===== config.mk =====
export PLATFORM = sky130hd
export DESIGN_NAME = date_difference_in_days
export DESIGN_NICKNAME = d
export VERILOG_FILES = /design/src/ddd_pkg.sv /design/src/ddd_ctrl.sv /design/src/ddd_datapath.sv /design/src/date_difference_in_days.sv
export SDC_FILE = /design/constraint.sdc
export NUM_CORES = 1
export LEC_CHECK = 0
export BUFFER_PORTS_ARGS = -buffer_cell sky130_fd_sc_hd__buf_2
export CAP_MARGIN = 20
export CORE_MARGIN = 1.5
export CORE_UTILIZATION = 60
export CTS_CLUSTER_DIAMETER = 150
export DETAILED_ROUTE_END_ITERATION = 6
export MAX_ROUTING_LAYER = met4
export PLACE_DENSITY = 0.81
export RECOVER_POWER = 25
export SETUP_SLACK_MARGIN = 0.1
export SLEW_MARGIN = 30
export SYNTH_ARGS = -nofsm -noshare
export SYNTH_HDL_FRONTEND = slang
export SYNTH_SLANG_ARGS = --single-unit

===== constraint.sdc =====
create_clock -name clock -period 5.25 [get_ports clock]
set_clock_uncertainty 0.15 [all_clocks]
set_input_delay 0.2625 -clock clock [delete_from_list [all_inputs] [get_ports clock]]
set_output_delay 0.2625 -clock clock [all_outputs]
set_load 0.03 [all_outputs]

===== src/ddd_pkg.sv =====
// Shared types, constants and calendar functions for the date difference block.
`default_nettype none

package ddd_pkg;

   localparam int YEAR_BITS   = 14;
   localparam int WALK_YEAR_BITS = YEAR_BITS + 1;
   localparam int MONTH_BITS  = 4;
   localparam int DAY_BITS    = 5;
   localparam int COUNT_BITS  = 22;
   localparam int MONTHS      = 12;
   localparam int YEAR_MOD    = 400;
   localparam int CENTURY     = 100;
   localparam int MOD_BITS    = 9;

   // year mod 400 = 16 * ((year >> 4) mod 25) + (year & 15)
   localparam int YEAR_LO_BITS = 4;
   localparam int HI_BITS      = YEAR_BITS - YEAR_LO_BITS;
   localparam int YEAR_MOD_HI  = YEAR_MOD >> YEAR_LO_BITS;
   // floor(x * 41 / 1024) equals x / 25 for every x below 1024
   localparam int RECIP_25     = 41;
   localparam int RECIP_SHIFT  = 10;
   localparam int PROD_BITS    = HI_BITS + 6;
   localparam int QUOT_BITS    = PROD_BITS - RECIP_SHIFT;
   localparam int REM25_BITS   = MOD_BITS - YEAR_LO_BITS;

   localparam logic [COUNT_BITS-1:0] COUNT_MAX = {COUNT_BITS{1'b1}};

   localparam logic [DAY_BITS-1:0] MONTH_LEN [MONTHS] = '{
      5'd31, 5'd28, 5'd31, 5'd30, 5'd31, 5'd30,
      5'd31, 5'd31, 5'd30, 5'd31, 5'd30, 5'd31
   };

   localparam logic [MONTH_BITS-1:0] MONTH_FEB = 4'd2;
   localparam logic [MONTH_BITS-1:0] MONTH_DEC = 4'(MONTHS);

   typedef enum logic [2:0] {
      ST_IDLE,
      ST_MOD,
      ST_CHECK,
      ST_WALK,
      ST_DONE
   } st_type;

   typedef struct packed {
      logic load;
      logic mod_step;
      logic check;
      logic walk_step;
      logic emit;
   } ddd_cmd_type;

   typedef struct packed {
      logic start_bad;
      logic walk_done;
   } ddd_sts_type;

   // leap test from the year modulo 400
   function automatic logic is_leap(input logic [MOD_BITS-1:0] r400);
      logic century;
      century = (r400 == MOD_BITS'(CENTURY)) || (r400 == MOD_BITS'(2 * CENTURY)) ||
                (r400 == MOD_BITS'(3 * CENTURY));
      return (r400[1:0] == 2'd0) && !century;
   endfunction

   function automatic logic [DAY_BITS-1:0] days_in_month(input logic [MONTH_BITS-1:0] month,
                                                         input logic leap);
      logic [DAY_BITS-1:0] len;
      case (month) inside
         MONTH_FEB:          len = leap ? 5'd29 : 5'd28;
         [4'd1:MONTH_DEC]:   len = MONTH_LEN[4'(month - 4'd1)];
         default:            len = '0;
      endcase
      return len;
   endfunction

endpackage

`default_nettype wire


===== src/ddd_ctrl.sv =====
// Sequencer for the date difference block: year reduction, start check, day walk, result.
`default_nettype none

module ddd_ctrl
   import ddd_pkg::*;
(
   input  wire logic        clock,
   input  wire logic        reset,
   input  wire logic        req_valid,
   output logic             req_stall,
   output logic             rsp_valid,
   input  wire logic        rsp_stall,
   output ddd_cmd_type      cmd,
   input  wire ddd_sts_type sts
);

   st_type state_ff, state_in;
   logic   rsp_valid_ff, rsp_valid_in;

   always_ff @(posedge clock) begin
      if (reset) begin
         state_ff     <= ST_IDLE;
         rsp_valid_ff <= 1'b0;
      end else begin
         state_ff     <= state_in;
         rsp_valid_ff <= rsp_valid_in;
      end
   end

   always_comb begin
      state_in     = state_ff;
      rsp_valid_in = rsp_valid_ff && rsp_stall;
      cmd          = '0;
      case (state_ff)
         ST_IDLE: begin
            if (req_valid) begin
               cmd.load = 1'b1;
               state_in = ST_MOD;
            end
         end
         ST_MOD: begin
            cmd.mod_step = 1'b1;
            state_in     = ST_CHECK;
         end
         ST_CHECK: begin
            cmd.check = 1'b1;
            state_in  = sts.start_bad ? ST_DONE : ST_WALK;
         end
         ST_WALK: begin
            if (sts.walk_done) state_in = ST_DONE;
            else cmd.walk_step = 1'b1;
         end
         ST_DONE: begin
            // wait for the output register to free up
            if (!rsp_valid_ff || !rsp_stall) begin
               cmd.emit     = 1'b1;
               rsp_valid_in = 1'b1;
               state_in     = ST_IDLE;
            end
         end
         default: state_in = ST_IDLE;
      endcase
   end

   assign req_stall = (state_ff != ST_IDLE);
   assign rsp_valid = rsp_valid_ff;

endmodule

`default_nettype wire


===== src/ddd_datapath.sv =====
// Date registers, year-mod-400 reducer, day walker, step counter and result register.
`default_nettype none

module ddd_datapath
   import ddd_pkg::*;
(
   input  wire logic                    clock,
   input  wire logic [YEAR_BITS-1:0]    req_start_year,
   input  wire logic [MONTH_BITS-1:0]   req_start_month,
   input  wire logic [DAY_BITS-1:0]     req_start_day,
   input  wire logic [YEAR_BITS-1:0]    req_end_year,
   input  wire logic [MONTH_BITS-1:0]   req_end_month,
   input  wire logic [DAY_BITS-1:0]     req_end_day,
   input  wire logic                    req_include_end_day,
   input  wire ddd_cmd_type             cmd,
   output ddd_sts_type                  sts,
   output logic [COUNT_BITS-1:0]        rsp_day_count,
   output logic                         rsp_bad_start_date
);

   logic [WALK_YEAR_BITS-1:0] year_ff, year_in;
   logic [MONTH_BITS-1:0]     month_ff, month_in;
   logic [DAY_BITS-1:0]       day_ff, day_in;
   logic [YEAR_BITS-1:0]      end_year_ff, end_year_in;
   logic [MONTH_BITS-1:0]     end_month_ff, end_month_in;
   logic [DAY_BITS-1:0]       end_day_ff, end_day_in;
   logic                      incl_ff, incl_in;
   logic [MOD_BITS-1:0]       r400_ff, r400_in;
   logic [COUNT_BITS-1:0]     count_ff, count_in;
   logic                      bad_ff, bad_in;
   logic [COUNT_BITS-1:0]     out_count_ff, out_count_in;
   logic                      out_bad_ff, out_bad_in;

   logic [HI_BITS-1:0]        year_hi;
   logic [PROD_BITS-1:0]      hi_prod;
   logic [QUOT_BITS-1:0]      hi_quot;
   logic [REM25_BITS-1:0]     hi_rem;
   logic                      leap;
   logic [DAY_BITS-1:0]       dim;
   logic                      start_bad;
   logic                      before_end;

   always_ff @(posedge clock) begin
      year_ff      <= year_in;
      month_ff     <= month_in;
      day_ff       <= day_in;
      end_year_ff  <= end_year_in;
      end_month_ff <= end_month_in;
      end_day_ff   <= end_day_in;
      incl_ff      <= incl_in;
      r400_ff      <= r400_in;
      count_ff     <= count_in;
      bad_ff       <= bad_in;
      out_count_ff <= out_count_in;
      out_bad_ff   <= out_bad_in;
   end

   // start year mod 400: upper bits mod 25 by reciprocal multiply, low nibble kept
   assign year_hi   = year_ff[YEAR_BITS-1:YEAR_LO_BITS];
   assign hi_prod   = PROD_BITS'(year_hi) * PROD_BITS'(RECIP_25);
   assign hi_quot   = hi_prod[PROD_BITS-1:RECIP_SHIFT];
   assign hi_rem    = REM25_BITS'(year_hi - HI_BITS'(hi_quot) * HI_BITS'(YEAR_MOD_HI));

   assign leap      = is_leap(r400_ff);
   assign dim       = days_in_month(month_ff, leap);
   assign start_bad = !(month_ff inside {[4'd1:MONTH_DEC]}) || (day_ff == '0) || (day_ff > dim);
   // lexicographic compare against the raw end fields
   assign before_end = {year_ff, month_ff, day_ff} <
                       {1'b0, end_year_ff, end_month_ff, end_day_ff};

   assign sts.start_bad = start_bad;
   assign sts.walk_done = !before_end || (count_ff == COUNT_MAX);

   always_comb begin
      year_in      = year_ff;
      month_in     = month_ff;
      day_in       = day_ff;
      end_year_in  = end_year_ff;
      end_month_in = end_month_ff;
      end_day_in   = end_day_ff;
      incl_in      = incl_ff;
      r400_in      = r400_ff;
      count_in     = count_ff;
      bad_in       = bad_ff;
      out_count_in = out_count_ff;
      out_bad_in   = out_bad_ff;

      if (cmd.load) begin
         year_in      = {1'b0, req_start_year};
         month_in     = req_start_month;
         day_in       = req_start_day;
         end_year_in  = req_end_year;
         end_month_in = req_end_month;
         end_day_in   = req_end_day;
         incl_in      = req_include_end_day;
         r400_in      = '0;
         count_in     = '0;
         bad_in       = 1'b0;
      end

      if (cmd.mod_step) r400_in = {hi_rem, year_ff[YEAR_LO_BITS-1:0]};

      if (cmd.check) bad_in = start_bad;

      if (cmd.walk_step) begin
         count_in = count_ff + 1'b1;
         if (day_ff == dim) begin
            day_in = 5'd1;
            if (month_ff == MONTH_DEC) begin
               month_in = 4'd1;
               year_in  = year_ff + 1'b1;
               r400_in  = (r400_ff == MOD_BITS'(YEAR_MOD - 1)) ? '0 : r400_ff + 1'b1;
            end else begin
               month_in = month_ff + 1'b1;
            end
         end else begin
            day_in = day_ff + 1'b1;
         end
      end

      if (cmd.emit) begin
         out_bad_in = bad_ff;
         if (bad_ff)
            out_count_in = '0;
         else if (count_ff == COUNT_MAX)
            out_count_in = COUNT_MAX;
         else
            out_count_in = count_ff + COUNT_BITS'(incl_ff);
      end
   end

   assign rsp_day_count      = out_count_ff;
   assign rsp_bad_start_date = out_bad_ff;

endmodule

`default_nettype wire


===== src/date_difference_in_days.sv =====
// Top level: Gregorian date difference in days.
// Usage:
//   Request channel (req_valid / req_stall): start date, end date and the
//   include_end_day flag. A transaction is taken when req_valid is high and
//   req_stall is low; req_stall stays high while an item is in progress.
//   Response channel (rsp_valid / rsp_stall): day_count and bad_start_date,
//   one transaction per request, held in an output register.
// Timing:
//   The start year is reduced modulo 400, the start date is checked, then
//   the day walker advances one calendar day per cycle until the walk date
//   is no longer before the end date or the count saturates; rsp_valid
//   rises after the walk ends, and a bad start date skips the walk. One
//   item is in work at a time; the next request is taken only after the
//   previous one is done, so the walk length sets the rate.
// Reset (synchronous, active high) returns to idle and drops rsp_valid.
// If the receiver stalls, the response holds; the next request is still
// accepted and worked on, and its result waits until the register is free.
`default_nettype none

module date_difference_in_days
   import ddd_pkg::*;
(
   input  wire logic                  clock,
   input  wire logic                  reset,
   input  wire logic                  req_valid,
   output logic                       req_stall,
   input  wire logic [YEAR_BITS-1:0]  req_start_year,
   input  wire logic [MONTH_BITS-1:0] req_start_month,
   input  wire logic [DAY_BITS-1:0]   req_start_day,
   input  wire logic [YEAR_BITS-1:0]  req_end_year,
   input  wire logic [MONTH_BITS-1:0] req_end_month,
   input  wire logic [DAY_BITS-1:0]   req_end_day,
   input  wire logic                  req_include_end_day,
   output logic                       rsp_valid,
   input  wire logic                  rsp_stall,
   output logic [COUNT_BITS-1:0]      rsp_day_count,
   output logic                       rsp_bad_start_date
);

   ddd_cmd_type cmd;
   ddd_sts_type sts;

   ddd_ctrl u_ctrl (
      .clock     (clock),
      .reset     (reset),
      .req_valid (req_valid),
      .req_stall (req_stall),
      .rsp_valid (rsp_valid),
      .rsp_stall (rsp_stall),
      .cmd       (cmd),
      .sts       (sts)
   );

   ddd_datapath u_datapath (
      .clock               (clock),
      .req_start_year      (req_start_year),
      .req_start_month     (req_start_month),
      .req_start_day       (req_start_day),
      .req_end_year        (req_end_year),
      .req_end_month       (req_end_month),
      .req_end_day         (req_end_day),
      .req_include_end_day (req_include_end_day),
      .cmd                 (cmd),
      .sts                 (sts),
      .rsp_day_count       (rsp_day_count),
      .rsp_bad_start_date  (rsp_bad_start_date)
   );

endmodule

`default_nettype wire


==> reports/results.ini, run 1 <==
[setup_path]
arrival_ns=4.99
path_cells=ha_1, inv_1, fa_1, inv_1, ha_1, ha_1, a21oi_1, o221ai_2, a21oi_2, nor2b_1, nor3_1, nor2_1, ha_1, ha_1, fa_1, inv_1, a21o_1, a21oi_1, xnor2_1, xnor2_1, xnor2_1, nand2_1, a31oi_1
critPathSlowestCell=fa_1
crit_path_frequent_cell=ha_1
path_max_fanout=4
cpPeakStageDelay_ns=0.50
critPathCaptureType=flip-flop
crit_type=flip-flop to flip-flop
start_kind=flip-flop
critPathRequiredTime_ns=5.38

[cells_and_area]
syn2layout_area_growth_pct=14.8
num-fill-cells=825
multi_input_area_um2=3880
finish.net_count=961
layout-drive-gt1-share_pct=11.6
ff_latch_area_um2=2900
stdcell_area_um2=8130
antennaDiodeCount=0
fin_util_pct=70.9

[route]
drc=0
drt-total-wl_um=16200
dr_total_vias=5796
ant_nets=0
wire_per_inst_um=16.6
vias_per_cell=5.96
drt_iter0_markers=470
drt_first_pass_iters=5

[sta]
report.final.slew_viol_count=0
clock.fmax_mhz=206
worstMarginPinSlew_ns=0.880
hold-worst-slack_ns=0.0375
max_slew_margin_pct=41.2
fin_crit_sh_pct=92.5
setup_viol_count_final=0
finalHoldViolations=0
grt_setup_unrepaired=no
fin_crit_ns=4.86
fin_setup_tns_ns=0

[global_routing]
grtUsageMet2_pct=47.4
grt_pass1_wl_um=27200
grt_overflow=0
top_usage_layer=met2
grt_max_degree=38
first_global_vias=5861
antenna_found_initial=0
grt_usage_pct=27.8
met1_usage_pct=33.0
grtUsageMet3_pct=5.17

[floorplanning]
die_h_um=112
die_area_um2=12500
core_um2=11500
ios=76
die_w_um=112
rows=39
initial_core_util_pct=61.7

[clock_network]
cts_buffer_depth=2
htreeDepth=3
root_buffer=clkbuf_16
clk_pin_slew_ns=0.08
clock_latency_ns=0.36
numCtsBuffers=9
cts_sinks=107
tritoncts=done

[place]
post-dp-hpwl_um=11700
routabilityCongestion=0.902
portBuffers=75
placedInstanceArea_um2=7590

[synth]
synth-edff-count=75
synth-seq-area-share_pct=40.9
synthCells=729
synthDistinctLibCells=66
synth.net_count=866
ys_warn_count=0
ys_ff_latch=107
synth_ff_type=edfxtp_1
async_reset_ff_share_pct=0
avgSynthCellArea_um2=9.71
synth_area_um2=7080

[hold_path]
hold_class=input port to flip-flop

[run]
cap_viol_max_count=0

[run_status]
status=finished clean

[through the flow]
step / cells / setup WS (ns)
final: 972 / 0.395
after global routing: 972 / 0.111
after CTS: 972 / 0.242
after detailed placement: 930 / 0.278
after global placement: 930 / 0.422
after floorplan: 729 / 0.501
[area by class of cell]
| cell class | count | area share, % |
|---|---|---|
| clock buffer | 10 | 3.08 |
| clock inverter | 6 | 0.554 |
| inverter | 62 | 2.86 |
| multi-input combinational | 537 | 47.7 |
| sequential | 107 | 35.6 |
| tap | 143 | 2.20 |
| timing repair buffer | 107 | 7.99 |
[cell usage in the layout, fill, tap and decap left out, types with 6 or more instances in the layout]
| cell type | count |
|---|---|
| inv_1 | 62 |
| nand4_1 | 9 |
| a21oi_1 | 44 |
| nor2_1 | 87 |
| xnor2_1 | 35 |
| a31oi_1 | 7 |
| mux2i_1 | 7 |
| o21ai_0 | 21 |
| nand3_1 | 27 |
| a21o_1 | 8 |
| dlygate4sd3_1 | 26 |
| nor3_1 | 15 |
| clkbuf_16 | 10 |
| ha_1 | 81 |
| buf_2 | 50 |
| dfxtp_1 | 30 |
| xor2_1 | 26 |
| nand2_1 | 53 |
| clkbuf_1 | 25 |
| and3_1 | 12 |
| and2_1 | 7 |
| edfxtp_1 | 75 |
| a211oi_1 | 10 |
| buf_4 | 6 |
[flip-flops by register name, summed over array words and instances (netlist names)]
signal and cells:
u_datapath.end_day_ff 5, u_datapath.end_year_ff 14, u_datapath.incl_ff 1, u_datapath.rsp_day_count 22, u_datapath.bad_ff 1, u_datapath.count_ff 22
u_ctrl.state_ff 3, u_datapath.end_month_ff 4, u_ctrl.rsp_valid 1, u_datapath.r400_ff 9, u_datapath.year_ff 15, u_datapath.rsp_bad_start_date 1
u_datapath.day_ff 5, u_datapath.month_ff 4
[worst paths after layout]
check | startpoint | end | slack (ns) | cells after the start
setup / recovery | u_datapath.year_ff[5]$_DFF_P_ | u_datapath.r400_ff[8]$_DFF_P_ | 0.39 | 23
hold / removal | req_start_year[10] | u_datapath.year_ff[10]$_DFF_P_ | 0.04 | 3
setup reg to reg | u_datapath.year_ff[5]$_DFF_P_ | u_datapath.r400_ff[8]$_DFF_P_ | 0.39 | 23
hold reg to reg | u_datapath.year_ff[9]$_DFF_P_ | u_datapath.year_ff[9]$_DFF_P_ | 0.41 | 2
[synth_stat cells, types with 8 or more instances]
library cell | number | area [um2]
ha_1 | 81 | 1010
a211oi_1 | 10 | 75.1
inv_1 | 62 | 233
nand2_1 | 54 | 203
nor2_1 | 87 | 327
and3_1 | 12 | 75.1
o21ai_0 | 21 | 105
xor2_1 | 26 | 228
a21o_1 | 8 | 60.1
clkbuf_1 | 12 | 45.0
edfxtp_1 | 75 | 2250
nand3_1 | 27 | 135
nand4_1 | 9 | 56.3
xnor2_1 | 35 | 307
nor3_1 | 15 | 75.1
a21oi_1 | 46 | 230
dfxtp_1 | 32 | 641
[worst max-delay path: cells and delay by family, from the launching register on]
family / cells / cell delay (ns)
adder cells (fa/ha/maj): 7 / 2.36
AO/OA/AOI/OAI: 6 / 0.87
XOR/XNOR: 3 / 0.46
flip-flops: 1 / 0.37
AND/OR/NAND/NOR: 4 / 0.36
buffers and inverters: 3 / 0.19
[layer usage]
layer  up-vias  share of wire, %  wire (um)
li1       2811                 -          -
met1      2698                41       6610
met2       239                50       8160
met3        48               6.0        977
met4         0               2.7        431
met5         -                 0          0
[cells by family (layout without fill, tap and decap cells)]
kind of cell | Yosys count | after routing | share of synthesized area [%]
fa+ha+maj | 86 | 86 | 15.7
buf+inv | 85 | 185 | 4.68
compound gates | 135 | 135 | 12.7
simple gates | 248 | 248 | 17.5
xor+xnor | 61 | 61 | 7.55
mux | 7 | 7 | 0.990
flops | 107 | 107 | 40.9
[repair_timing]
action | in CTS | in global routing
endpoints found under the setup margin | 0 | 1
endpoints found under the hold margin | 29 | 0
hold buffers | 26 | 0
gates resized for setup | 0 | 4
setup buffers | 0 | 0
Power of run 1 is not shown: default switching activity piles up to over one toggle a cycle in this logic, so the estimate is an artifact.
==> run 2, diff against run 1 <==
--- a/config.mk
+++ b/config.mk
@@ -5,6 +5,7 @@
 export SDC_FILE = /design/constraint.sdc
 export NUM_CORES = 1
 export LEC_CHECK = 0
+export ABC_AREA = 1
 export BUFFER_PORTS_ARGS = -buffer_cell sky130_fd_sc_hd__buf_2
 export CAP_MARGIN = 20
 export CORE_MARGIN = 1.5
==> reports/results.ini, run 2 <==
[synth]
synth_top_area_share_pct=29.6
yosysMostFrequentCell=nand2_1
synth_area_um2=7600
synthCells=920
async_reset_ff_share_pct=0
synthDistinctLibCells=47
synth-seq-area-share_pct=38.0
synth_common_cells=174 x nand2_1, 131 x inv_1, 91 x nor2_1, 81 x ha_1, 75 x edfxtp_1
avgSynthCellArea_um2=8.26
synth.net_count=1057
synth-edff-count=75
ys_ff_latch=107
synth_ff_type=edfxtp_1
synth_top_area_cell=edfxtp_1
synth_area_leaders=edfxtp_1 30%, ha_1 13%, nand2_1 8.6%, dfxtp_1 8.4%, inv_1 6.5%
ys_warn_count=0

[cells_and_area]
syn2layout_area_growth_pct=13.4
mostFrequentLayoutCells=174 x nand2_1, 130 x inv_1, 91 x nor2_1, 81 x ha_1, 75 x edfxtp_1
antennaDiodeCount=0
finish.net_count=1152
stdcell_area_um2=8620
layout-drive-gt1-share_pct=10.4
num-fill-cells=995
layout_commonest_cell=nand2_1
final_cells=1188

[clock_network]
htreeDepth=3
root_buffer=clkbuf_16
postCtsSetupRepairBufs=0
cts_sinks=107
tritoncts=done
cts_buffer_depth=2
clk_pin_slew_ns=0.07
clock_latency_ns=0.36
numCtsBuffers=9

[place]
placedInstanceArea_um2=8090
dpl_worst_slack_ns=0.578
routabilityCongestion=0.892
portBuffers=75
post-dp-hpwl_um=12200
dp.cells=1147

[sta]
finalHoldViolations=0
setup_viol_count_final=0
grt_setup_unrepaired=no
fin_ws_ns=0.528
worstMarginPinSlew_ns=0.626
fin_crit_ns=4.72
max_slew_margin_pct=58.2
report.final.slew_viol_count=0
clock.fmax_mhz=212
fin_setup_tns_ns=0
fin_crit_sh_pct=90.0

[floorplanning]
initial_core_util_pct=62.5
die_h_um=116
core_um2=12200
die_area_um2=13400
rows=40
die_w_um=116
ios=76

[global_routing]
antenna_found_initial=0
grt_usage_pct=27.2
grt_pass1_wl_um=27500
grt_max_degree=42
grt_overflow=0
first_global_vias=6148

[setup_path]
start_kind=flip-flop
arrival_ns=4.83
reg2reg_from=u_datapath.year_ff[10]$_DFF_P_
cpPeakStageDelay_ns=0.50
critPathCaptureType=flip-flop
crit_path_frequent_cell=nand2_1
r2r_slack_ns=0.53
path_max_fanout=7
critPathRequiredTime_ns=5.35
critPathSlowestCell=fa_1
crit_cells=25
worstSetupStartpoint=u_datapath.year_ff[10]$_DFF_P_
path_buf_inv=4
r2r_cells=25
worst_path_dominant_cell_family=adder cells
crit_type=flip-flop to flip-flop

[hold_path]
min_from=req_start_day[1]
hold_class=input port to flip-flop
hold_depth=3

[run_status]
status=finished clean

[route]
ant_nets=0
dr_total_vias=6310
vias_per_cell=5.31
drt_iter0_markers=316
drc=0
drt-total-wl_um=16500
wire_per_inst_um=13.9
drt_first_pass_iters=5

[run]
cap_viol_max_count=0

## run 2: cell type report
cell class	instances	area (um2)	area share [%]
repair buffers	103	617	7.16
well taps	168	210	2.44
multi-input cells	651	4050	47.0
clock buffers	10	239	2.77
inverters	143	537	6.23
clock inverters	6	73.8	0.856
flip-flops and latches	107	2890	33.6
## run 2: what timing repair did
| item | CTS | global route |
|---|---|---|
| hold endpoints to repair | 27 | 0 |
| hold buffers | 25 | 0 |
| resized for setup | 0 | 0 |
## run 2: path summary, 6_finish.rpt
check,to
setup / recovery,u_datapath.r400_ff[8]$_DFF_P_
hold reg to reg,u_ctrl.rsp_valid$_SDFF_PP0_
setup reg to reg,u_datapath.r400_ff[8]$_DFF_P_
hold / removal,u_datapath.day_ff[1]$_DFFE_PP_
## run 2: cell families (layout without fill, tap and decap cells)
| kind of cell | count (synthesis) | count (layout) | share of synthesized area [%] |
|---|---|---|---|
| and+or+nand+nor | 391 | 391 | 23.4 |
| muxes | 2 | 2 | 0.280 |
| DFF | 107 | 107 | 38.0 |
| xor gates and xnor gates | 57 | 57 | 6.57 |
| buffers and inverters | 162 | 262 | 8.82 |
| AOI/OAI and AO/OA | 115 | 115 | 8.21 |
| adders and majority gates | 86 | 86 | 14.6 |
## run 2: worst reg2reg max path, cell delays in order (launching register included)
cell and delay (ns):
dfxtp_1 0.41, ha_1 0.33, inv_1 0.05, fa_1 0.50, inv_1 0.05, ha_1 0.30
ha_1 0.33, a21oi_1 0.31, nand3_1 0.16, nand2_1 0.08, nand2_1 0.12, ha_1 0.22
ha_1 0.31, fa_1 0.45, nor2_1 0.16, o21ai_0 0.09, nand2_1 0.09, inv_1 0.04
nand3_1 0.07, nand2_1 0.07, inv_1 0.05, nand2_1 0.05, nand2_1 0.05, nand2_1 0.04
nand3_1 0.08, nand2_1 0.07
## run 2: metal layers
metal / track usage [%] / vias up / routed length (um)
met4: 11.6 / 0 / 446
met1: 30.7 / 2909 / 6980
met5: - / - / 0
met3: 5.02 / 36 / 626
li1: - / 3225 / -
met2: 47.4 / 140 / 8440
## run 2: metrics by stage
stage	util (%)	hold WS (ns)
6_report	70.9	0.0305
5_1_grt	70.9	0.0194
4_1_cts	71.2	0.0200
3_5_place_dp	66.5	0.291
3_3_place_gp	66.5	0.289
2_1_floorplan	-	0.182
Power of run 2 is left out for the same reason.
